<file path="src/hw/rtl/triangle_tangent_bitangent_top_defines.svh">
// ----------------------------------------------------------------------------
// Assertion macros for the triangle tangent/bitangent block
// Shared concurrent assertion forms, reset-qualified.
// ----------------------------------------------------------------------------
`ifndef TRIANGLE_TANGENT_BITANGENT_TOP_DEFINES_SVH
`define TRIANGLE_TANGENT_BITANGENT_TOP_DEFINES_SVH

// Same-cycle implication.
`define TTB_ASSERT_NOW(lbl, clk, rst_n, ante, cons, msg) \
    lbl: assert property (@(posedge clk) disable iff (!rst_n) (ante) |-> (cons)) \
        else $error(msg);

// Next-cycle implication.
`define TTB_ASSERT_NEXT(lbl, clk, rst_n, ante, cons, msg) \
    lbl: assert property (@(posedge clk) disable iff (!rst_n) (ante) |=> (cons)) \
        else $error(msg);

`endif

</file>
<file path="src/hw/rtl/ttb_pkg.sv">
// ----------------------------------------------------------------------------
// ttb_pkg
// Types, widths and helpers shared by the tangent/bitangent block.
// ----------------------------------------------------------------------------
`timescale 1ns / 1ps
`default_nettype none

package ttb_pkg;

    localparam int COORD_W  = 32;
    localparam int DIFF_W   = 31;
    localparam int PROD_W   = 62;
    localparam int ACC_W    = 64;
    localparam int MAG_W    = 62;
    localparam int SLOT_W   = 16;
    localparam int COMP_W   = 16;
    localparam int IN_W     = 176;
    localparam int OUT_W    = 144;

    // Input word field offsets.
    localparam int OFS_SLOT = 0;
    localparam int OFS_POS  = 16;
    localparam int OFS_TEX  = 112;

    // Queue between front and back.
    localparam int FIFO_DEPTH = 2;
    localparam int FIFO_PTR_W = 1;
    localparam int FIFO_CNT_W = 2;

    // Normalizer iteration counts.
    localparam int SQRT_STEPS = 31;
    localparam int QUO_BITS   = 15;
    localparam int FRAC_BITS  = 14;

    typedef struct packed {
        logic signed [2:0][DIFF_W-1:0] e1;
        logic signed [2:0][DIFF_W-1:0] e2;
        logic signed [DIFF_W-1:0]      du1;
        logic signed [DIFF_W-1:0]      dv1;
        logic signed [DIFF_W-1:0]      du2;
        logic signed [DIFF_W-1:0]      dv2;
        logic [2:0][SLOT_W-1:0]        slot;
    } t_tri;

    typedef struct packed {
        logic                   degenerate;
        logic [2:0][SLOT_W-1:0] slot;
        logic [2:0][COMP_W-1:0] bitan;
        logic [2:0][COMP_W-1:0] tan;
    } t_result;

    typedef struct packed {
        logic                  start;
        logic [2:0]            neg;
        logic [2:0][MAG_W-1:0] mag;
    } t_norm_req;

    typedef struct packed {
        logic                   done;
        logic                   zero;
        logic [2:0][COMP_W-1:0] comp;
    } t_norm_rsp;

    // Exact difference, then divide by 4 rounding toward minus infinity.
    function automatic logic signed [DIFF_W-1:0] quarter_diff(
        input logic signed [COORD_W-1:0] a,
        input logic signed [COORD_W-1:0] b
    );
        logic signed [COORD_W:0] d;
        d = {a[COORD_W-1], a} - {b[COORD_W-1], b};
        return d[COORD_W:2];
    endfunction

endpackage

`default_nettype wire

</file>
<file path="src/hw/rtl/ttb_fifo.sv">
// ----------------------------------------------------------------------------
// ttb_fifo
// Two-entry triangle queue between the front and the back.
// ----------------------------------------------------------------------------
`timescale 1ns / 1ps
`default_nettype none

module ttb_fifo (
    input  wire             i_clk,
    input  wire             i_rst_n,
    input  wire             i_push,
    input  ttb_pkg::t_tri   i_data,
    output logic            o_ready,
    input  wire             i_pop,
    output logic            o_valid,
    output ttb_pkg::t_tri   o_data
);

    ttb_pkg::t_tri                      r_mem [ttb_pkg::FIFO_DEPTH];
    logic [ttb_pkg::FIFO_PTR_W-1:0]     r_wr;
    logic [ttb_pkg::FIFO_PTR_W-1:0]     r_rd;
    logic [ttb_pkg::FIFO_CNT_W-1:0]     r_cnt;

    assign o_ready = (r_cnt != ttb_pkg::FIFO_CNT_W'(ttb_pkg::FIFO_DEPTH));
    assign o_valid = (r_cnt != '0);
    assign o_data  = r_mem[r_rd];

    always_ff @(posedge i_clk) begin
        if (!i_rst_n) begin
            r_wr  <= '0;
            r_rd  <= '0;
            r_cnt <= '0;
        end else begin
            if (i_push) begin
                r_wr <= r_wr + 1'b1;
            end
            if (i_pop) begin
                r_rd <= r_rd + 1'b1;
            end
            case ({i_push, i_pop})
                2'b10:   r_cnt <= r_cnt + 1'b1;
                2'b01:   r_cnt <= r_cnt - 1'b1;
                default: r_cnt <= r_cnt;
            endcase
        end
    end

    always_ff @(posedge i_clk) begin
        if (i_push) begin
            r_mem[r_wr] <= i_data;
        end
    end

endmodule

`default_nettype wire

</file>
<file path="config.mk">
export PLATFORM = sky130hd
export DESIGN_NAME = ttb_fifo
export DESIGN_NICKNAME = d
export VERILOG_FILES = /design/src/hw/rtl/triangle_tangent_bitangent_top_defines.svh /design/src/hw/rtl/ttb_pkg.sv /design/src/hw/rtl/ttb_fifo.sv
export SDC_FILE = /design/constraint.sdc
export NUM_CORES = 1
export LEC_CHECK = 0
export BUFFER_PORTS_ARGS = -buffer_cell sky130_fd_sc_hd__buf_4
export CELL_PAD_IN_SITES_DETAIL_PLACEMENT = 0
export CELL_PAD_IN_SITES_GLOBAL_PLACEMENT = 2
export CORE_AREA = 4 4 278 280
export CTS_BUF_LIST = sky130_fd_sc_hd__clkbuf_2
export DETAILED_ROUTE_END_ITERATION = 7
export DIE_AREA = 0 0 282 284
export GPL_ROUTABILITY_DRIVEN = 0
export HOLD_SLACK_MARGIN = 0.08
export PLACE_DENSITY_LB_ADDON = 0.25
export SETUP_SLACK_MARGIN = 0.3
export SKIP_LAST_GASP = 1
export SLEW_MARGIN = 10
export SYNTH_ARGS = -nofsm -noshare
export SYNTH_HDL_FRONTEND = slang
export SYNTH_SLANG_ARGS = --single-unit
</file>
<file path="constraint.sdc">
create_clock -name i_clk -period 39.4 [get_ports i_clk]
set_input_delay 3.94 -clock i_clk [delete_from_list [all_inputs] [get_ports i_clk]]
set_output_delay 3.94 -clock i_clk [all_outputs]
set_load 0.005 [all_outputs]
</file>
## Word-level counts from Yosys, hierarchy flattened

Memory sizes are Yosys's and may differ from the RTL's. A register that Yosys moved wholly into a read port is not among the register bits.
Cells that the tools add are included.

- Memory bits (writable): 716
- Bits of input ports: 362
- Flip-flop bits (word level): 4
- Word-level logic and storage cells: 18
- Memories: 1
- Output and inout bits: 360

- Reduce and logical (&&, ||, !) cells: 2
- Equal/unequal tests: 3
- Mux-type cells: 5
- Add/subtract/negate cells: 4

Memories:

| memory | depth | width | read ports | clocked after memory_dff | write ports | RTL line | text |
|---|---|---|---|---|---|---|---|
| r_mem | 2 | 358 | 1 | 1 | 1 | ttb_fifo.sv:19 | `ttb_pkg::t_tri r_mem [ttb_pkg::FIFO_DEPTH];` |

Operators with widths:

| cell | count |
|---|---|
| two-way mux 1 bit | 4 |
| one-hot mux 2 bit (2 select lines) | 1 |
| nonzero test 2 bit | 2 |
| adder 1 bit (second input constant) | 2 |
| adder 2 x 1 -> 2 bit (second input constant) | 1 |
| equality test 2 x 1 -> 1 bit (second input constant) | 1 |
| equality test 2 bit (second input constant) | 1 |
| inequality test 2 bit (second input constant) | 1 |
| subtractor 2 x 1 -> 2 bit (second input constant) | 1 |

## Longest topological paths before layout

- Depth in word-level cells: 3
- Gate-level depth with buffers: 5
- Gate-level depth less buffers: 5

## Least setup slack after synthesis

No wires, ideal clock.

- Path kind: input to register
- Start point: in i_push
- End point: reg r_wr
- Data arrival time: 20.085 ns
- Path buffers: 0
- Required time: 39.271 ns
- Stages: 3
- Setup time: 0.129 ns
- Path slack: 19.186 ns
- Cells stage by stage: inv_1 > nor2_1 > o21a_1

RTL lines:

| item | RTL line | text |
|---|---|---|
| start, declared | ttb_fifo.sv:11 | `input wire i_push,` |
| end signal, assigned | ttb_fifo.sv:35 | `r_wr <= r_wr + 1'b1;` |
| end, declared | ttb_fifo.sv:20 | `logic [ttb_pkg::FIFO_PTR_W-1:0] r_wr;` |

==> flow_metrics.tcl <==
set metrics [dict create \
    status "complete, no violations" \
    grtUsageMet3 0.0786 \
    ctsResizeCount 0 \
    powerDensity_mw_per_mm2 45.5 \
    area_growth_pct 29.0 \
    combPwrFrac 0.135 \
    fin_crit_sh 0.214 \
    dp_hpwl_um 49900 \
    ant_nets 0 \
    reg2reg_depth 3 \
    multiInputGateArea_mm2 0.00528 \
    num_rows 100 \
    worst_path_largest_cell_delay_ns 0.93 \
    cts_sinks 721 \
    yosysSeqAreaShare 0.789 \
    port_buffers 721 \
    drt_wl_total_um 70800 \
    cp.required_ns 35.46 \
    p_sw_frac 0.248 \
    cts_tree "built" \
    cpMostUsedCell "buf_4" \
    peakVddDrop_uv 28.6 \
    io_pins 722 \
    die_x_um 282 \
    yosysTopAreaCellShare 0.786 \
    fin_worst_skew_ns 0.0902 \
    async_reset_ff_frac 0 \
    critPathSlowestCell "buf_4" \
    clock_path_buffers 3 \
    pwr-share-seq 0.560 \
    viasPerCell 4.49 \
    fillCellCount 6472 \
    coreArea_mm2 0.0744 \
    max_freq_mhz 118 \
    setup_tns_ns 0 \
    wl_per_cell_um 22.6 \
    final_hold_viol_count 0 \
    cp_top_family "buffers and inverters" \
    drive_above_1_share 0.643 \
    seq_area_mm2 0.0216 \
    synthesis.area_mm2 0.0274 \
    ys_warn_count 0 \
    antenna_found_initial 11 \
    min_period_ns 8.44 \
    cts_hold_buf 0 \
    grt_use_met2 0.314 \
    post-cts-setup-buffers 0 \
    path_depth 4 \
    grtUsageTotal 0.170 \
    die_y_um 284 \
    setup_viol 0 \
    avgSynthCellArea_um2 24.1 \
    die_area_mm2 0.0801 \
    startpoint_type "flop" \
    final_util 0.474 \
    maxCapViolations 0 \
    synthCells 1136 \
    end_kind "output port" \
    max_slew_margin 0.177 \
    path_cells "buf_4 -> buf_12 -> mux2_4 -> buf_4" \
    cts_max_level 4 \
    grt_max_degree 154 \
    ys_top_cells_by_count "edfxtp_1, mux2_4, mux2_2" \
    synth_top_area_cell "edfxtp_1" \
    grt.busiest_layer "met2" \
    synth_area_leaders "edfxtp_1, mux2_4, mux2_2" \
    fin_nets 2378 \
    whs_path_depth 2 \
    cts.clk_slew.worst_paths_ns 0.09 \
    synth-seq-cells 721 \
    cp_max_fo 121 \
    ys.flop_type "edfxtp_1" \
    globalRouteMet1Util 0.162 \
    critical_path_class "flop to output port" \
    critPathBufInv 3 \
    cp_data_arrival_time_ns 4.50 \
    hold_path_class "flop to flop" \
    first_pass_iters 6 \
    overflow 0 \
    grt_pass1_vias 15259 \
    start_util 0.368 \
    p_leak_uw 0.0141 \
    grt_pass1_wl_um 98600 \
    insertion_delay_ns 1.25 \
    syn_nets 1499 \
    worst_pin_slew_ns 1.23 \
    drc_errors 0 \
    power_switching_uw 398 \
    cts_buffers 186 \
    drt-initial-drc-count 627 \
    vias 14067 \
    pwr-share-clk 0.305 \
    root_buffer "clkbuf_2" \
    synth_most_common_cell "edfxtp_1" \
    yosysUniqueCellTypes 21 \
    synth_edf_count 716 \
    p_int_uw 1210 \
    drv_slew 0 \
    rsz0062_at_grt "no" \
]
cell families (layout without fill, tap and decap cells):
| group | after synthesis | count (layout) | synth area share |
|---|---|---|---|
| and+or+nand+nor | 9 | 9 | 0.00197 |
| AOI/OAI and AO/OA | 3 | 3 | 0.000731 |
| muxes | 358 | 358 | 0.189 |
| DFF | 721 | 721 | 0.789 |
| buffers and inverters | 41 | 1055 | 0.0181 |
| adders and majority gates | 1 | 1 | 0.000457 |
| xor gates and xnor gates | 3 | 3 | 0.000960 |
| other | 0 | 11 | 0 |
worst paths after layout:
path	startpoint	endpoint	slack, ns
setup / recovery	flop	o_data[129]	30.96
hold / removal	r_cnt[1]	r_cnt[1]	0.52
setup reg to reg	r_wr	r_mem[1][137]	35.79
hold reg to reg	r_cnt[1]	r_cnt[1]	0.52
placed cells by master (no fill, tap or decap), drive strengths merged, types with 2 or more instances in the layout:
cell and instances:
xnor2 2, clkbuf 272, diode 11, dfxtp 5
edfxtp 716, mux2 358, inv 8, and2 4
clkinvlp 2, buf 731, clkinv 41
power groups by stage:
stage               combinational (uW)  clock (uW)  sequential [uW]
floorplan                          109           0              929
global placement                   219           0              916
detailed placement                 221           0              918
CTS                                221         521              900
global route                       231         564              903
finish                             217         491              900
sequential cells by signal, indices dropped and copies added (netlist names), named ones only:
name and flops:
r_mem 716, r_cnt 2, r_rd 1, r_wr 1
area by class of cell:
type,instances,area share
antenna,11,0.000780
clock buffer,272,0.0386
clock inverter,51,0.00797
inverter,1,0.000106
multi-input combinational,374,0.150
sequential,721,0.612
tap,969,0.0343
timing repair buffer,731,0.157
through the flow:
step	total power [uW]	std cells	setup WS (ns)	hold slack, ns	area (um^2)
after floorplan	1040	1136	19.19	0.466	27400
after CTS	1640	3119	30.61	0.528	35300
after detailed placement	1140	2796	32.12	0.514	33600
after global placement	1140	2796	32.16	0.484	33600
final	1610	3130	30.96	0.520	35300
after global routing	1700	3128	30.54	0.554	35300
layer usage:
layer	up-vias	routed length, um
li1	6426	-
met1	6948	23500
met2	552	38800
met3	135	6720
met4	6	1790
met5	-	36
worst min-delay path, stage by stage, from the launching register on:
cell	delay (ns)
dfxtp_1	0.34
o21ai_0	0.08
a21boi_1	0.06
No activity file was read; power rests on OpenSTA's default activity.
