[src/hw/rtl/triangle_tangent_bitangent_top_defines.svh]
// ----------------------------------------------------------------------------
// Assertion macros for the triangle tangent/bitangent block
// Shared concurrent assertion forms, reset-qualified.
// ----------------------------------------------------------------------------
`ifndef TRIANGLE_TANGENT_BITANGENT_TOP_DEFINES_SVH
`define TRIANGLE_TANGENT_BITANGENT_TOP_DEFINES_SVH

// Same-cycle implication.
`define TTB_ASSERT_NOW(lbl, clk, rst_n, ante, cons, msg) \
    lbl: assert property (@(posedge clk) disable iff (!rst_n) (ante) |-> (cons)) \
        else $error(msg);

// Next-cycle implication.
`define TTB_ASSERT_NEXT(lbl, clk, rst_n, ante, cons, msg) \
    lbl: assert property (@(posedge clk) disable iff (!rst_n) (ante) |=> (cons)) \
        else $error(msg);

`endif

[src/hw/rtl/ttb_pkg.sv]
// ----------------------------------------------------------------------------
// ttb_pkg
// Types, widths and helpers shared by the tangent/bitangent block.
// ----------------------------------------------------------------------------
`timescale 1ns / 1ps
`default_nettype none

package ttb_pkg;

    localparam int COORD_W  = 32;
    localparam int DIFF_W   = 31;
    localparam int PROD_W   = 62;
    localparam int ACC_W    = 64;
    localparam int MAG_W    = 62;
    localparam int SLOT_W   = 16;
    localparam int COMP_W   = 16;
    localparam int IN_W     = 176;
    localparam int OUT_W    = 144;

    // Input word field offsets.
    localparam int OFS_SLOT = 0;
    localparam int OFS_POS  = 16;
    localparam int OFS_TEX  = 112;

    // Queue between front and back.
    localparam int FIFO_DEPTH = 2;
    localparam int FIFO_PTR_W = 1;
    localparam int FIFO_CNT_W = 2;

    // Normalizer iteration counts.
    localparam int SQRT_STEPS = 31;
    localparam int QUO_BITS   = 15;
    localparam int FRAC_BITS  = 14;

    typedef struct packed {
        logic signed [2:0][DIFF_W-1:0] e1;
        logic signed [2:0][DIFF_W-1:0] e2;
        logic signed [DIFF_W-1:0]      du1;
        logic signed [DIFF_W-1:0]      dv1;
        logic signed [DIFF_W-1:0]      du2;
        logic signed [DIFF_W-1:0]      dv2;
        logic [2:0][SLOT_W-1:0]        slot;
    } t_tri;

    typedef struct packed {
        logic                   degenerate;
        logic [2:0][SLOT_W-1:0] slot;
        logic [2:0][COMP_W-1:0] bitan;
        logic [2:0][COMP_W-1:0] tan;
    } t_result;

    typedef struct packed {
        logic                  start;
        logic [2:0]            neg;
        logic [2:0][MAG_W-1:0] mag;
    } t_norm_req;

    typedef struct packed {
        logic                   done;
        logic                   zero;
        logic [2:0][COMP_W-1:0] comp;
    } t_norm_rsp;

    // Exact difference, then divide by 4 rounding toward minus infinity.
    function automatic logic signed [DIFF_W-1:0] quarter_diff(
        input logic signed [COORD_W-1:0] a,
        input logic signed [COORD_W-1:0] b
    );
        logic signed [COORD_W:0] d;
        d = {a[COORD_W-1], a} - {b[COORD_W-1], b};
        return d[COORD_W:2];
    endfunction

endpackage

`default_nettype wire

[src/hw/rtl/ttb_front.sv]
// ----------------------------------------------------------------------------
// ttb_front
// Collects corners, forms edges and texture deltas on every third word.
// ----------------------------------------------------------------------------
`timescale 1ns / 1ps
`default_nettype none

module ttb_front #(
    parameter int SLOT_BITS = 16
) (
    input  wire                         i_clk,
    input  wire                         i_rst_n,
    input  wire                         i_valid,
    output logic                        o_ready,
    input  wire [ttb_pkg::IN_W-1:0]     i_data,
    output logic                        o_push,
    input  wire                         i_push_ready,
    output ttb_pkg::t_tri               o_tri
);

    localparam int SW = (SLOT_BITS < ttb_pkg::SLOT_W) ? SLOT_BITS : ttb_pkg::SLOT_W;
    localparam logic [ttb_pkg::SLOT_W:0] SLOT_MASK =
        (ttb_pkg::SLOT_W+1)'((64'd1 << SW) - 64'd1);

    localparam logic [1:0] CORNER_FIRST  = 2'd0;
    localparam logic [1:0] CORNER_SECOND = 2'd1;
    localparam logic [1:0] CORNER_THIRD  = 2'd2;

    logic [1:0] r_cnt;
    logic       w_accept;

    logic signed [ttb_pkg::COORD_W-1:0] r_pos0 [3];
    logic signed [ttb_pkg::COORD_W-1:0] r_pos1 [3];
    logic signed [ttb_pkg::COORD_W-1:0] r_tex0 [2];
    logic signed [ttb_pkg::COORD_W-1:0] r_tex1 [2];
    logic [ttb_pkg::SLOT_W-1:0]         r_slot0;
    logic [ttb_pkg::SLOT_W-1:0]         r_slot1;

    logic signed [ttb_pkg::COORD_W-1:0] w_pos [3];
    logic signed [ttb_pkg::COORD_W-1:0] w_tex [2];
    logic [ttb_pkg::SLOT_W-1:0]         w_slot;

    always_comb begin
        for (int k = 0; k < 3; k++) begin
            w_pos[k] = i_data[ttb_pkg::OFS_POS + ttb_pkg::COORD_W*k +: ttb_pkg::COORD_W];
        end
        for (int k = 0; k < 2; k++) begin
            w_tex[k] = i_data[ttb_pkg::OFS_TEX + ttb_pkg::COORD_W*k +: ttb_pkg::COORD_W];
        end
        w_slot = i_data[ttb_pkg::OFS_SLOT +: ttb_pkg::SLOT_W] & SLOT_MASK[ttb_pkg::SLOT_W-1:0];
    end

    assign o_ready  = (r_cnt != CORNER_THIRD) || i_push_ready;
    assign w_accept = i_valid && o_ready;
    assign o_push   = w_accept && (r_cnt == CORNER_THIRD);

    always_ff @(posedge i_clk) begin
        if (!i_rst_n) begin
            r_cnt <= CORNER_FIRST;
        end else if (w_accept) begin
            r_cnt <= (r_cnt == CORNER_THIRD) ? CORNER_FIRST : r_cnt + 2'd1;
        end
    end

    // Hold the first two corners.
    always_ff @(posedge i_clk) begin
        if (w_accept && r_cnt == CORNER_FIRST) begin
            r_pos0  <= w_pos;
            r_tex0  <= w_tex;
            r_slot0 <= w_slot;
        end
        if (w_accept && r_cnt == CORNER_SECOND) begin
            r_pos1  <= w_pos;
            r_tex1  <= w_tex;
            r_slot1 <= w_slot;
        end
    end

    always_comb begin
        for (int k = 0; k < 3; k++) begin
            o_tri.e1[k] = ttb_pkg::quarter_diff(r_pos1[k], r_pos0[k]);
            o_tri.e2[k] = ttb_pkg::quarter_diff(w_pos[k], r_pos0[k]);
        end
        o_tri.du1     = ttb_pkg::quarter_diff(r_tex1[0], r_tex0[0]);
        o_tri.dv1     = ttb_pkg::quarter_diff(r_tex1[1], r_tex0[1]);
        o_tri.du2     = ttb_pkg::quarter_diff(w_tex[0], r_tex0[0]);
        o_tri.dv2     = ttb_pkg::quarter_diff(w_tex[1], r_tex0[1]);
        o_tri.slot[0] = r_slot0;
        o_tri.slot[1] = r_slot1;
        o_tri.slot[2] = w_slot;
    end

endmodule

`default_nettype wire

[config.mk]
export PLATFORM = sky130hd
export DESIGN_NAME = ttb_front
export DESIGN_NICKNAME = d
export VERILOG_FILES = /design/src/hw/rtl/triangle_tangent_bitangent_top_defines.svh /design/src/hw/rtl/ttb_pkg.sv /design/src/hw/rtl/ttb_front.sv
export SDC_FILE = /design/constraint.sdc
export NUM_CORES = 1
export LEC_CHECK = 0
export ABC_AREA = 1
export BUFFER_PORTS_ARGS = -buffer_cell sky130_fd_sc_hd__clkbuf_2
export CAP_MARGIN = 40
export CORE_AREA = 5 5 333 335
export DETAILED_ROUTE_END_ITERATION = 10
export DIE_AREA = 0 0 338 340
export PLACE_DENSITY = 0.51
export SYNTH_ARGS = -nofsm -noshare
export SYNTH_HDL_FRONTEND = slang
export SYNTH_SLANG_ARGS = --single-unit
[constraint.sdc]
create_clock -name i_clk -period 24.2 [get_ports i_clk]
set_clock_uncertainty 0.2 [all_clocks]
set_input_delay 1.21 -clock i_clk [delete_from_list [all_inputs] [get_ports i_clk]]
set_output_delay 1.21 -clock i_clk [all_outputs]
set_load 0.01 [all_outputs]
# [After elaboration in Yosys (flattened, before gate mapping)]
# Cells that the tools add are included.
[classes] n_addsub=11 eq_ne=3 muxes=1 reduce_logical=6
[op_table] cell="$sub 32x32->33" count=10
[op_table] cell="$logic_and 1x1->1" count=4
[op_table] cell="$add 2x1->2 const B" count=1
[op_table] cell="$eq 2x1->1 const B" count=1
[op_table] cell="$eq 2x2->1 const B" count=1
[op_table] cell="$logic_not 2->1" count=1
[op_table] cell="$mux 2" count=1
[op_table] cell="$ne 2x2->1 const B" count=1
[op_table] cell="$logic_or 1x1->1" count=1
[word_totals] regBits=354 out_inout_bits=360 word_cells=34

# [Depth between registers and ports, before layout]
[logic_depth] ltp_word=4 depth_mapped=14 mapped_depth_nobuf=14

# [Worst setup path after synthesis]
# Ideal clock, no wire load.
[synth_timing] path_type="in2reg" from="input i_valid" to="register r_cnt[1]" setup_time_ns=0.113 t_arrival_ns=14.011 required_time_ns=23.887 slack_ns=9.876 path_stages=3 path_buffers=0 cell_sequence="inv_1 -> nor3_1 -> o21a_1"
[synth_between] elab_chain_len=1
[synth_lines] item="start: declaration" line="ttb_front.sv:13" text="input wire i_valid,"
[synth_lines] item="$logic_and 1x1->1" line="ttb_front.sv:54" text="assign w_accept = i_valid && o_ready;"
[synth_lines] item="end signal: assignment" line="ttb_front.sv:61" text="r_cnt <= (r_cnt == CORNER_THIRD) ? CORNER_FIRST : r_cnt + 2'd1;"
[synth_lines] item="end: declaration" line="ttb_front.sv:29" text="logic [1:0] r_cnt;"
# No other way between the ends.
# A chain may end at the register's enable or synchronous reset.

==> flow_summary_export.csv <==
group,metric,value,unit
place,dp_hpwl,107000,µm
place,portBuffers,539,
clocking,cts_buffers,44,
power,p_leak,17.7,nW
place,placed_cell_area,0.0354,mm²
floorplanning,die_area,0.115,mm²
grt,antenna_found_initial,5,
grt,grt_usage,20.5,%
logic_synthesis,synth_cell_type_count,27,
outcome,status,"finished, final reports clean",
place,dp.cells,6216,
timing,final-hold-violation-count,0,
place,place_ws,19.63,ns
grt,grt_pass1_vias,29920,
drt,drc,0,
timing,slew_violations,0,
setup_path,slowest_delay,0.36,ns
timing,fmax,0.217,GHz
logic_synthesis,syn-instance-count,4272,
floorplanning,io-pin-count,540,
setup_path,cp.required,22.79,ns
layout,final_area,0.0369,mm²
timing,worst_pin_slew,0.873,ns
min_path,hold_class,"reg -> reg",
floorplanning,start_util,28.7,%
clocking,cts_setup_buffers,0,
logic_synthesis,synth_nets,4762,
timing,setup_slack,19.58,ns
timing,period_share,19.1,%
drt,postRouteAntennaNets,0,
setup_path,cp_cell_sequence,"clkbuf_2, ha_1, a21oi_1, nor2_1, nor2_1, nand2_1, nand2_1, nand2_2, nand2_1, nand2_1, xor2_1, clkbuf_2",
clocking,cts_tree,"yes",
floorplanning,fp.dieH,340,µm
run,cap_viol_max_count,0,
drt,wl_per_cell,19.6,µm
logic_synthesis,synth_top_cell_by_area,"edfxtp_1",
floorplanning,die_w,338,µm
grt,grt_max_degree,119,
clocking,ctsHtreeMaxLevel,2,
clocking,clk_pin_slew,0.06,ns
floorplanning,core_region_area,0.108,mm²
setup_path,cp-end-kind,"primary output",
timing,period_needed,4.62,ns
timing,setup_viol,0,
drt,drt_wl_total,123000,µm
power,vdd_ir_drop_max,0.0478,mV
layout,drive_above_1_share,14.6,%
floorplanning,fp-row-count,121,
clocking,clkLatencyLatePin,0.61,ns
timing,relSlewSlack,41.8,%
setup_path,cp.arrival,3.21,ns
setup_path,r2r_start,"r_cnt[1]",
setup_path,slowest_stage,"ha_1",
grt,gr-total-overflow,0,
layout,syn2layout_area_growth,19.2,%
timing,setup_tns,0,ns
clocking,cts_buffer_depth,3,
drt,vias,30828,
layout,final_nets,5338,
logic_synthesis,ys_seq_area_share,34.3,%
setup_path,path_common_cell,"nand2_1",
timing,rsz0062_at_grt,"false",
logic_synthesis,synth_area_per_cell,7.25,µm²
setup_path,cp_max_fo,4,
min_path,min_from,"r_cnt[0]",
clocking,cts.sink_count,354,
place,place.gp.congestion,0.936,
setup_path,start_kind,"input port",
clocking,cts_hold_buf,0,
setup_path,crit_start,"i_data[20]",
drt,drt_iter0_markers,1931,
grt,grt_pass1_wl,181000,µm
layout,fin_cells,6298,
logic_synthesis,ys_warn_count,0,
logic_synthesis,yosys-top-cells-area,"edfxtp_1 34%, nand2_1 15%, ha_1 13%",
power,powerDensity,61.7,mW/mm²
logic_synthesis,yosys_register_bits,354,
setup_path,crit_type,"in -> out",
setup_path,r2r_slack,21.49,ns
logic_synthesis,syn_area,0.0310,mm²
logic_synthesis,synth.top_cell.area_share,34.1,%
drt,routed_via_density,4.89,
clocking,ctsResizeCount,0,
drt,dr.pass1.iters,6,
clocking,clock-root-buffer,"clkbuf_16",
==> cell usage in the layout, fill, tap and decap left out, types with 41 or more instances in the layout <==
cell / count
nand2_1: 1207
nand2_2: 51
xor2_1: 187
nor2_1: 566
nand4_1: 41
a21o_1: 47
o21ai_0: 210
edfxtp_1: 352
nor3_1: 42
clkbuf_16: 46
clkbuf_2: 539
a21oi_1: 375
nand3_1: 236
inv_1: 481
ha_1: 310
==> metrics by stage <==
stage | hold WS (ns) | power [mW] | utilization [%]
after floorplan | 0.385 | 1.25 | -
after global placement | 0.449 | 1.60 | 32.8
after detailed placement | 0.453 | 1.60 | 32.9
after CTS | 0.469 | 2.30 | 34.2
after global routing | 0.524 | 2.40 | 34.3
final | 0.471 | 2.28 | 34.3
==> power breakdown <==
part | total, mW | switching [mW] | leakage [nW] | internal, mW
Combinational | 0.865 | 0.590 | 13.6 | 0.275
Clock | 0.691 | 0.280 | 0.724 | 0.412
Sequential | 0.721 | 0.00765 | 3.31 | 0.714
Total | 2.28 | 0.877 | 17.7 | 1.40
==> cell type report <==
type                    instances  area (µm²)
well taps                    1414        1770
flip-flops and latches        354       10600
clock inverters                28         320
fillers                     11701       70900
inverters                     497        1870
multi-input cells            3405       18400
repair buffers                546        2800
clock buffers                  51        1170
diodes                          3        7.51
==> per-layer routing <==
metal,vias up,track usage [%],share of wire (%)
met4,2,5.45,2.7
met3,145,2.53,4.6
met1,14443,26.7,45
li1,15411,-,-
met5,-,0,0.011
met2,827,35.7,48
==> sequential cells by signal, summed over array words and instances (netlist names) <==
name	count
r_cnt	2
r_pos0	96
r_pos1	96
r_tex0	64
r_slot0	16
r_slot1	16
r_tex1	64
==> cells in the mapped netlist <==
master,number
a21boi_0,1
a21o_1,47
a21oi_1,375
a21oi_2,10
and2_1,10
buf_4,16
dfxtp_1,2
edfxtp_1,352
ha_1,310
inv_1,481
inv_2,16
nand2_1,1207
nand2_2,51
nand3_1,236
nand3b_1,14
nand4_1,41
nor2_1,566
nor2_2,20
nor3_1,44
nor4_1,17
o211ai_1,8
o21a_1,19
o21ai_0,210
o21ai_1,3
o21bai_1,16
xnor2_1,13
xor2_1,187
==> cells by family (layout without fill, tap and decap cells) <==
family	count (synthesis)	count (layout)	share of synthesized area, %
simple gates	2206	2206	29.2
compound gates	689	689	12.0
buf+inv	513	1122	6.41
flops	354	354	34.3
fa+ha+maj	310	310	12.5
xor+xnor	200	200	5.66
other cells	0	3	0
==> critical path, delay by kind of cell <==
kind	cells	cell delay, ns
AO/OA/AOI/OAI	1	0.31
XOR/XNOR	1	0.26
adder cells (fa/ha/maj)	1	0.36
buffers and inverters	2	0.32
AND/OR/NAND/NOR	7	0.73
==> worst paths after layout <==
check / endpoint / depth (start not counted)
worst max-delay path: o_tri[193] / 12
worst min-delay path: r_cnt[0] / 3
worst max register to register: r_pos0[46] / 4
worst min register to register: r_cnt[0] / 3
Power figures use the tool's default switching activity.
