`config.mk`:
```
export PLATFORM = sky130hd
export DESIGN_NAME = ttb_norm
export DESIGN_NICKNAME = d
export VERILOG_FILES = /design/src/hw/rtl/triangle_tangent_bitangent_top_defines.svh /design/src/hw/rtl/ttb_pkg.sv /design/src/hw/rtl/ttb_norm.sv
export SDC_FILE = /design/constraint.sdc
export NUM_CORES = 2
export LEC_CHECK = 0
export BUFFER_PORTS_ARGS = -buffer_cell sky130_fd_sc_hd__buf_4
export CELL_PAD_IN_SITES_DETAIL_PLACEMENT = 1
export CELL_PAD_IN_SITES_GLOBAL_PLACEMENT = 2
export CORE_UTILIZATION = 45
export CTS_BUF_LIST = sky130_fd_sc_hd__clkbuf_8 sky130_fd_sc_hd__clkbuf_16
export DETAILED_ROUTE_END_ITERATION = 16
export GPL_ROUTABILITY_DRIVEN = 0
export PLACE_DENSITY = 0.95
export SLEW_MARGIN = 25
export SYNTH_ARGS = -nofsm -noshare
export SYNTH_HDL_FRONTEND = slang
export SYNTH_SLANG_ARGS = --single-unit
```
`constraint.sdc`:
```
create_clock -name i_clk -period 27.2 [get_ports i_clk]
set_input_delay 1.36 -clock i_clk [delete_from_list [all_inputs] [get_ports i_clk]]
set_output_delay 1.36 -clock i_clk [all_outputs]
set_load 0.02 [all_outputs]
```
`src/hw/rtl/triangle_tangent_bitangent_top_defines.svh`:
```
// ----------------------------------------------------------------------------
// Assertion macros for the triangle tangent/bitangent block
// Shared concurrent assertion forms, reset-qualified.
// ----------------------------------------------------------------------------
`ifndef TRIANGLE_TANGENT_BITANGENT_TOP_DEFINES_SVH
`define TRIANGLE_TANGENT_BITANGENT_TOP_DEFINES_SVH

// Same-cycle implication.
`define TTB_ASSERT_NOW(lbl, clk, rst_n, ante, cons, msg) \
    lbl: assert property (@(posedge clk) disable iff (!rst_n) (ante) |-> (cons)) \
        else $error(msg);

// Next-cycle implication.
`define TTB_ASSERT_NEXT(lbl, clk, rst_n, ante, cons, msg) \
    lbl: assert property (@(posedge clk) disable iff (!rst_n) (ante) |=> (cons)) \
        else $error(msg);

`endif

```
`src/hw/rtl/ttb_pkg.sv`:
```
// ----------------------------------------------------------------------------
// ttb_pkg
// Types, widths and helpers shared by the tangent/bitangent block.
// ----------------------------------------------------------------------------
`timescale 1ns / 1ps
`default_nettype none

package ttb_pkg;

    localparam int COORD_W  = 32;
    localparam int DIFF_W   = 31;
    localparam int PROD_W   = 62;
    localparam int ACC_W    = 64;
    localparam int MAG_W    = 62;
    localparam int SLOT_W   = 16;
    localparam int COMP_W   = 16;
    localparam int IN_W     = 176;
    localparam int OUT_W    = 144;

    // Input word field offsets.
    localparam int OFS_SLOT = 0;
    localparam int OFS_POS  = 16;
    localparam int OFS_TEX  = 112;

    // Queue between front and back.
    localparam int FIFO_DEPTH = 2;
    localparam int FIFO_PTR_W = 1;
    localparam int FIFO_CNT_W = 2;

    // Normalizer iteration counts.
    localparam int SQRT_STEPS = 31;
    localparam int QUO_BITS   = 15;
    localparam int FRAC_BITS  = 14;

    typedef struct packed {
        logic signed [2:0][DIFF_W-1:0] e1;
        logic signed [2:0][DIFF_W-1:0] e2;
        logic signed [DIFF_W-1:0]      du1;
        logic signed [DIFF_W-1:0]      dv1;
        logic signed [DIFF_W-1:0]      du2;
        logic signed [DIFF_W-1:0]      dv2;
        logic [2:0][SLOT_W-1:0]        slot;
    } t_tri;

    typedef struct packed {
        logic                   degenerate;
        logic [2:0][SLOT_W-1:0] slot;
        logic [2:0][COMP_W-1:0] bitan;
        logic [2:0][COMP_W-1:0] tan;
    } t_result;

    typedef struct packed {
        logic                  start;
        logic [2:0]            neg;
        logic [2:0][MAG_W-1:0] mag;
    } t_norm_req;

    typedef struct packed {
        logic                   done;
        logic                   zero;
        logic [2:0][COMP_W-1:0] comp;
    } t_norm_rsp;

    // Exact difference, then divide by 4 rounding toward minus infinity.
    function automatic logic signed [DIFF_W-1:0] quarter_diff(
        input logic signed [COORD_W-1:0] a,
        input logic signed [COORD_W-1:0] b
    );
        logic signed [COORD_W:0] d;
        d = {a[COORD_W-1], a} - {b[COORD_W-1], b};
        return d[COORD_W:2];
    endfunction

endpackage

`default_nettype wire

```
`src/hw/rtl/ttb_norm.sv`:
```
// ----------------------------------------------------------------------------
// ttb_norm
// Iterative vector normalizer: scale, sum of squares, root, three divides.
// ----------------------------------------------------------------------------
`timescale 1ns / 1ps
`default_nettype none

module ttb_norm (
    input  wire                 i_clk,
    input  wire                 i_rst_n,
    input  ttb_pkg::t_norm_req  i_req,
    output ttb_pkg::t_norm_rsp  o_rsp
);

    localparam int MW = ttb_pkg::MAG_W;
    localparam int QW = ttb_pkg::QUO_BITS;
    localparam int FW = ttb_pkg::FRAC_BITS;

    typedef enum logic [2:0] {
        N_IDLE, N_MAX, N_SHIFT, N_SQ, N_SQRT, N_DSET, N_DIV
    } t_state;

    t_state                 r_state;
    logic [MW-1:0]          r_mag [3];
    logic [2:0]             r_neg;
    logic [MW-1:0]          r_m;
    logic [4:0]             r_cnt;
    logic [1:0]             r_ci;
    logic [59:0]            r_prod;
    logic [MW-1:0]          r_sum;
    logic [MW-1:0]          r_rad;
    logic [32:0]            r_rem;
    logic [30:0]            r_root;
    logic [30:0]            r_len;
    logic [30:0]            r_drem;
    logic [QW-1:0]          r_num;
    logic [QW-2:0]          r_q;

    logic [34:0]            w_cur;
    logic [34:0]            w_trial;
    logic                   w_take;
    logic [31:0]            w_dcur;
    logic                   w_dtake;
    logic [QW-1:0]          w_qfull;
    logic [44:0]            w_numer;
    logic [MW-1:0]          w_total;

    always_comb begin
        w_cur   = {r_rem, r_rad[MW-1 -: 2]};
        w_trial = {2'b00, r_root, 2'b01};
        w_take  = (w_cur >= w_trial);
        w_dcur  = {r_drem, r_num[QW-1]};
        w_dtake = (w_dcur >= {1'b0, r_len});
        w_qfull = {r_q, w_dtake};
        w_numer = {1'b0, r_mag[0][29:0], {FW{1'b0}}} + 45'(r_len >> 1);
        w_total = r_sum + MW'(r_prod);
    end

    always_ff @(posedge i_clk) begin
        if (!i_rst_n) begin
            r_state    <= N_IDLE;
            o_rsp.done <= 1'b0;
        end else begin
            o_rsp.done <= 1'b0;
            unique case (r_state)
                N_IDLE: begin
                    if (i_req.start) begin
                        for (int k = 0; k < 3; k++) begin
                            r_mag[k] <= i_req.mag[k];
                        end
                        r_neg   <= i_req.neg;
                        r_m     <= (i_req.mag[0] > i_req.mag[1]) ? i_req.mag[0] : i_req.mag[1];
                        r_state <= N_MAX;
                    end
                end
                N_MAX: begin
                    r_m     <= (r_m > r_mag[2]) ? r_m : r_mag[2];
                    r_state <= N_SHIFT;
                end
                N_SHIFT: begin
                    // Bring the largest magnitude to exactly 30 bits.
                    if (r_m == '0) begin
                        o_rsp.done <= 1'b1;
                        o_rsp.zero <= 1'b1;
                        r_state    <= N_IDLE;
                    end else if (|r_m[MW-1:38]) begin
                        r_m <= r_m >> 8;
                        for (int k = 0; k < 3; k++) r_mag[k] <= r_mag[k] >> 8;
                    end else if (|r_m[MW-1:30]) begin
                        r_m <= r_m >> 1;
                        for (int k = 0; k < 3; k++) r_mag[k] <= r_mag[k] >> 1;
                    end else if (r_m[29:21] == '0) begin
                        r_m <= r_m << 8;
                        for (int k = 0; k < 3; k++) r_mag[k] <= r_mag[k] << 8;
                    end else if (!r_m[29]) begin
                        r_m <= r_m << 1;
                        for (int k = 0; k < 3; k++) r_mag[k] <= r_mag[k] << 1;
                    end else begin
                        r_cnt   <= '0;
                        r_sum   <= '0;
                        r_state <= N_SQ;
                    end
                end
                N_SQ: begin
                    // Square and rotate, accumulating each registered product in the following cycle.
                    if (r_cnt != 5'd3) begin
                        r_prod   <= r_mag[0][29:0] * r_mag[0][29:0];
                        r_mag[0] <= r_mag[1];
                        r_mag[1] <= r_mag[2];
                        r_mag[2] <= r_mag[0];
                    end
                    if (r_cnt != '0) begin
                        r_sum <= w_total;
                    end
                    if (r_cnt == 5'd3) begin
                        r_rad   <= w_total;
                        r_rem   <= '0;
                        r_root  <= '0;
                        r_cnt   <= '0;
                        r_state <= N_SQRT;
                    end else begin
                        r_cnt <= r_cnt + 5'd1;
                    end
                end
                N_SQRT: begin
                    // One root bit per cycle.
                    r_rad <= r_rad << 2;
                    if (w_take) begin
                        r_rem  <= 33'(w_cur - w_trial);
                        r_root <= {r_root[29:0], 1'b1};
                    end else begin
                        r_rem  <= w_cur[32:0];
                        r_root <= {r_root[29:0], 1'b0};
                    end
                    if (r_cnt == 5'(ttb_pkg::SQRT_STEPS - 1)) begin
                        r_len   <= w_take ? {r_root[29:0], 1'b1} : {r_root[29:0], 1'b0};
                        r_ci    <= '0;
                        r_state <= N_DSET;
                    end else begin
                        r_cnt <= r_cnt + 5'd1;
                    end
                end
                N_DSET: begin
                    r_drem  <= {1'b0, w_numer[44:QW]};
                    r_num   <= w_numer[QW-1:0];
                    r_cnt   <= '0;
                    r_state <= N_DIV;
                end
                N_DIV: begin
                    // One quotient bit per cycle.
                    r_drem <= w_dtake ? 31'(w_dcur - {1'b0, r_len}) : w_dcur[30:0];
                    r_num  <= r_num << 1;
                    r_q    <= w_qfull[QW-2:0];
                    if (r_cnt == 5'(QW - 1)) begin
                        o_rsp.comp <= {(r_neg[0] ? ttb_pkg::COMP_W'(0) - {1'b0, w_qfull}
                                                 : {1'b0, w_qfull}),
                                       o_rsp.comp[2:1]};
                        r_mag[0] <= r_mag[1];
                        r_mag[1] <= r_mag[2];
                        r_mag[2] <= r_mag[0];
                        r_neg    <= {r_neg[0], r_neg[2:1]};
                        if (r_ci == 2'd2) begin
                            o_rsp.done <= 1'b1;
                            o_rsp.zero <= 1'b0;
                            r_state    <= N_IDLE;
                        end else begin
                            r_ci    <= r_ci + 2'd1;
                            r_state <= N_DSET;
                        end
                    end else begin
                        r_cnt <= r_cnt + 5'd1;
                    end
                end
                default: r_state <= N_IDLE;
            endcase
        end
    end

endmodule

`default_nettype wire

```
After elaboration in Yosys (flattened, before gate mapping)
Memories as Yosys holds them, arrays and structs flattened.
Cells that the tools add are included.
{"block": "word_totals", "reg_bits": 464, "latchBits": 0, "ramBits": 186, "romBits": 0, "inputBits": 192, "output_inout_bits": 50, "elab_cells": 227, "n_memories": 1}
{"block": "op_classes", "add_sub_neg": 7, "mul": 1, "div": 0, "magnitude_cmp": 4, "n_eq_ne": 32, "shifts": 0, "n_mux": 115, "bitwise": 18, "n_reduce_logical": 28}
{"name": "r_mag", "words": 3, "word_bits": 62, "read_ports": 3, "rd_clocked_by_memory_dff": 0, "wr": 3, "line": "ttb_norm.sv:24", "source": "logic [MW-1:0] r_mag [3];"}
{"operator": "62-bit two-way mux", "n": 33}
{"operator": "62-bit case mux with 2 select lines", "n": 2}
{"operator": "62-bit case mux with 3 select lines", "n": 1}
{"operator": "62-bit > comparator", "n": 2}
{"operator": "31-bit case mux with 2 select lines", "n": 2}
{"operator": "33-bit two-way mux", "n": 2}
{"operator": "33-bit case mux with 2 select lines", "n": 1}
{"operator": "62-bit by 60-bit adder with 62-bit output", "n": 1}
{"operator": "62-bit zero test", "n": 1}
{"operator": "31-bit two-way mux", "n": 2}
{"operator": "30-bit by 30-bit multiplier with 60-bit output", "n": 1}
{"operator": "50-bit two-way mux", "n": 1}
{"operator": "44-bit by 30-bit adder with 45-bit output", "n": 1}
{"operator": "5-bit two-way mux", "n": 8}
{"operator": "1-bit two-way mux", "n": 39}
{"operator": "3-bit two-way mux", "n": 12}
{"operator": "35-bit by 33-bit greater-or-equal comparator with 1-bit output", "n": 1}
{"operator": "33-bit subtractor", "n": 1}
{"operator": "32-bit by 31-bit greater-or-equal comparator with 1-bit output", "n": 1}
{"operator": "2-bit inequality test (second input constant)", "n": 16}
{"operator": "32-bit OR reduction", "n": 1}
{"operator": "31-bit subtractor", "n": 1}
{"operator": "15-bit case mux with 2 select lines", "n": 1}
{"operator": "5-bit case mux with 5 select lines", "n": 1}
{"operator": "32 further kinds", "n": 73}

Logic depth before layout (Yosys ltp)
{"block": "depth", "depth_word": 12, "mapped_depth": 31, "depth_no_buf": 28}

Worst setup path before layout
No wires, ideal clock.
{"block": "synth_timing", "path_kind": "input to register", "start": "input port i_rst_n", "end": "memory r_mag[0][0] (netlist bit) (enable)", "setup_time_ns": 0.580, "arrival_time_ns": 10.007, "required_time_ns": 26.620, "setup_slack_ns": 16.612, "cell_stages": 5, "path_buffers": 1, "path_cell_list": "nand3_1 > nor3_1 > nor2_1 > clkbuf_1 > nand3_1"}
{"element": "from (decl)", "line": "ttb_norm.sv:10", "source": "input wire i_rst_n,"}
{"element": "to (decl)", "line": "ttb_norm.sv:24"}

==> run metrics <==
largest driver fanout on the critical path=28; TritonCTS Sinks=649; Die X=400 µm; vias per std cell=6.16; number of antenna violations at the first check in global routing=7; dominant cell type by count on the critical path=sky130_fd_sc_hd__fa_1; WL per Instance=26.3 µm; asr flop ratio synth=0%; remaining max-slew budget at the tightest pin=18.4%; type of element capturing the critical path=register; clock root buffer=sky130_fd_sc_hd__clkbuf_16; most frequent standard cell in the layout excluding fill and tap cells=sky130_fd_sc_hd__inv_1; post-CTS setup buffer count=0; area leader, netlist=sky130_fd_sc_hd__edfxtp_1; Syn Inst Count=7826; share of synthesized area occupied by flip-flops and latches=27.3%; CTS tree=yes; Cell variety after synth=98; Worst Path Class, Setup=register to register; final worst-path cycle share=34.5%; transition time at the pin with the least slew margin=1.22 ns; # hold bufs at CTS=0; sum of routed wire length over all layers=261000 µm; predominant post-synthesis flop cell=sky130_fd_sc_hd__edfxtp_1; first-pass GRT wire length=396000 µm; max-slew violations=0; Std-Cell Rows=145; cell area after technology mapping=0.0714 mm²; number of synthesized flops with an enable pin=645; RSZ-0062 raised after global routing=no; count of warnings emitted by yosys=0; Synthesized Nets=9246; data arrival time of the critical path=9.91 ns; vertical extent of the die=400 µm; setup skew after layout=0.108 ns; Synth-to-Final Area Change=8.47%; drt first-iter violations=5293; maximum cell stage delay along the critical path=0.67 ns; count of cells resized by post-cts repair=0; status=finished clean; Min Clock Period, post-route=9.39 ns; CTS H-Tree Depth=3; maximum capacitance violations=0; Avg Cell Area, Syn=9.12 µm²; DP Wirelength=195000 µm; Filler Cell Count=18053; via count of the first global-routing pass=65056; number of buffers inserted during clock tree synthesis=81; core region area=0.157 mm²; final hold violation count=0; Setup violations, final=0; worst hold path class=register to register; cell with the biggest individual delay on the critical path=sky130_fd_sc_hd__o41ai_1; maximum number of pins on one net before global-route repair=220; critical path required time=27.71 ns; share of post-route cells with drive strength above 1=6.72%; startpoint class of the critical path=register; post-synth top area share=27.1%; top post-synthesis cells by area=sky130_fd_sc_hd__edfxtp_1 27%, sky130_fd_sc_hd__fa_1 20%, sky130_fd_sc_hd__ha_1 9.3%; iteration count of the initial detailed-routing pass=6; final routed DRC violation total=0; most frequent cells in the layout=1157 x sky130_fd_sc_hd__inv_1, 819 x sky130_fd_sc_hd__nand2_1, 698 x sky130_fd_sc_hd__fa_1; Clock Pin Slew Worst Setup and Hold Paths=0.06 ns; Antenna Violating Nets Remaining=0; GRT Resource Usage Total=32.0%; Die ar.=0.160 mm²; largest buffer count on any clock path=3; global-route congestion overflow total=0; Initial Utilization=45.5%; flop and latch count out of synthesis=649; total number of vias=61075; number of nets in the layout=9204; fmax=0.106 GHz; count of buffers from port buffering=241; Setup TNS Final=0 ns; insertion delay to the later sink of the worst-skew pair=0.77 ns; I/O pin count=242
worst max-delay path, delay by kind of cell (launching register included):
kind	cells	cell delay [ns]
AND/OR/NAND/NOR	6	1.67
buffers and inverters	6	1.19
adder cells (fa/ha/maj)	9	4.39
AO/OA/AOI/OAI	3	1.40
flip-flops	1	0.33
multiplexers	1	0.19
cell families after synthesis:
| kind of cell | count (synthesis) | share of synthesized area, % |
|---|---|---|
| adders and majority gates | 1228 | 28.9 |
| muxes | 201 | 2.82 |
| xor gates and xnor gates | 204 | 2.50 |
| buffers and inverters | 1608 | 8.76 |
| AOI/OAI and AO/OA | 1836 | 16.5 |
| and+or+nand+nor | 2100 | 13.3 |
| DFF | 649 | 27.3 |
cell usage after synthesis (17+ instances only):
library cell	instances
sky130_fd_sc_hd__o211ai_1	176
sky130_fd_sc_hd__nor2_1	564
sky130_fd_sc_hd__a211oi_1	148
sky130_fd_sc_hd__edfxtp_1	645
sky130_fd_sc_hd__xnor2_1	134
sky130_fd_sc_hd__nor3_1	142
sky130_fd_sc_hd__fa_1	698
sky130_fd_sc_hd__inv_1	1140
sky130_fd_sc_hd__a21o_1	139
sky130_fd_sc_hd__nand3b_1	17
sky130_fd_sc_hd__a211o_1	17
sky130_fd_sc_hd__o31ai_1	22
sky130_fd_sc_hd__nand2_1	821
sky130_fd_sc_hd__a221oi_1	50
sky130_fd_sc_hd__nor4_1	32
sky130_fd_sc_hd__buf_2	58
sky130_fd_sc_hd__a21oi_1	520
sky130_fd_sc_hd__o21bai_1	40
sky130_fd_sc_hd__a311o_1	45
sky130_fd_sc_hd__nand4_1	83
sky130_fd_sc_hd__or3_1	17
sky130_fd_sc_hd__and3_1	25
sky130_fd_sc_hd__and2_1	185
sky130_fd_sc_hd__a22oi_1	32
sky130_fd_sc_hd__nor2b_1	38
sky130_fd_sc_hd__a31oi_1	42
sky130_fd_sc_hd__clkbuf_1	354
sky130_fd_sc_hd__nand3_1	88
sky130_fd_sc_hd__buf_1	25
sky130_fd_sc_hd__mux2i_1	199
sky130_fd_sc_hd__nand2b_1	23
sky130_fd_sc_hd__xor2_1	70
sky130_fd_sc_hd__o21ai_0	437
sky130_fd_sc_hd__o21a_1	37
sky130_fd_sc_hd__ha_1	530
layer usage:
layer / global-route usage, % / vias up / part of all wire (%)
met2: 52.0 / 2715 / 46
met5: 0 / - / 0.028
met3: 5.36 / 723 / 7.9
li1: - / 26656 / -
met4: 15.6 / 10 / 5.6
met1: 41.4 / 30971 / 40
sequential cells by signal, indices dropped and copies added (netlist names), 5 cells and up:
name	flops
o_rsp	50
r_cnt	5
r_drem	31
r_len	31
r_m	62
r_mag	186
r_num	15
r_prod	59
r_q	14
r_rad	62
r_rem	33
r_root	31
r_sum	62
path summary, 6_finish.rpt:
kind                               end                   from  slack, ns  depth (start not counted)
setup / recovery  r_prod[48]$_DFFE_PP_  r_mag[0][5]$_DFFE_PP_      17.81                         25
setup reg to reg  r_prod[48]$_DFFE_PP_  r_mag[0][5]$_DFFE_PP_      17.81                         25
hold reg to reg     o_rsp[4]$_DFFE_PP_    o_rsp[20]$_DFFE_PP_       0.44                          0
hold / removal      o_rsp[4]$_DFFE_PP_    o_rsp[20]$_DFFE_PP_       0.44                          0
through the flow:
| stage | std cells | worst slack, ns | area, µm² | hold slack (ns) | util, % |
|---|---|---|---|---|---|
| finish | 9907 | 17.81 | 77400 | 0.438 | 49.4 |
| global route | 9905 | 17.36 | 77400 | 0.460 | 49.4 |
| CTS | 9904 | 17.83 | 77400 | 0.449 | 49.4 |
| detailed placement | 9758 | 17.91 | 74700 | 0.436 | 47.7 |
| global placement | 9755 | 18.31 | 74700 | 0.434 | 47.6 |
| floorplan | 7826 | 16.61 | 71400 | 0.426 | - |
area by class of cell:
class                   instances  area (µm²)  area share (%)
multi-input cells            5569       45800            59.2
clock buffers                  83        2070            2.67
flip-flops and latches        649       19400            25.1
diodes                          2        5.00         0.00647
well taps                    2058        2570            3.33
clock inverters                63         582           0.752
repair buffers                331        2570            3.32
inverters                    1152        4320            5.59
Power is left out: the tool's default activity adds up to more than one toggle a clock period on the data nets, which glitch-free logic cannot reach.
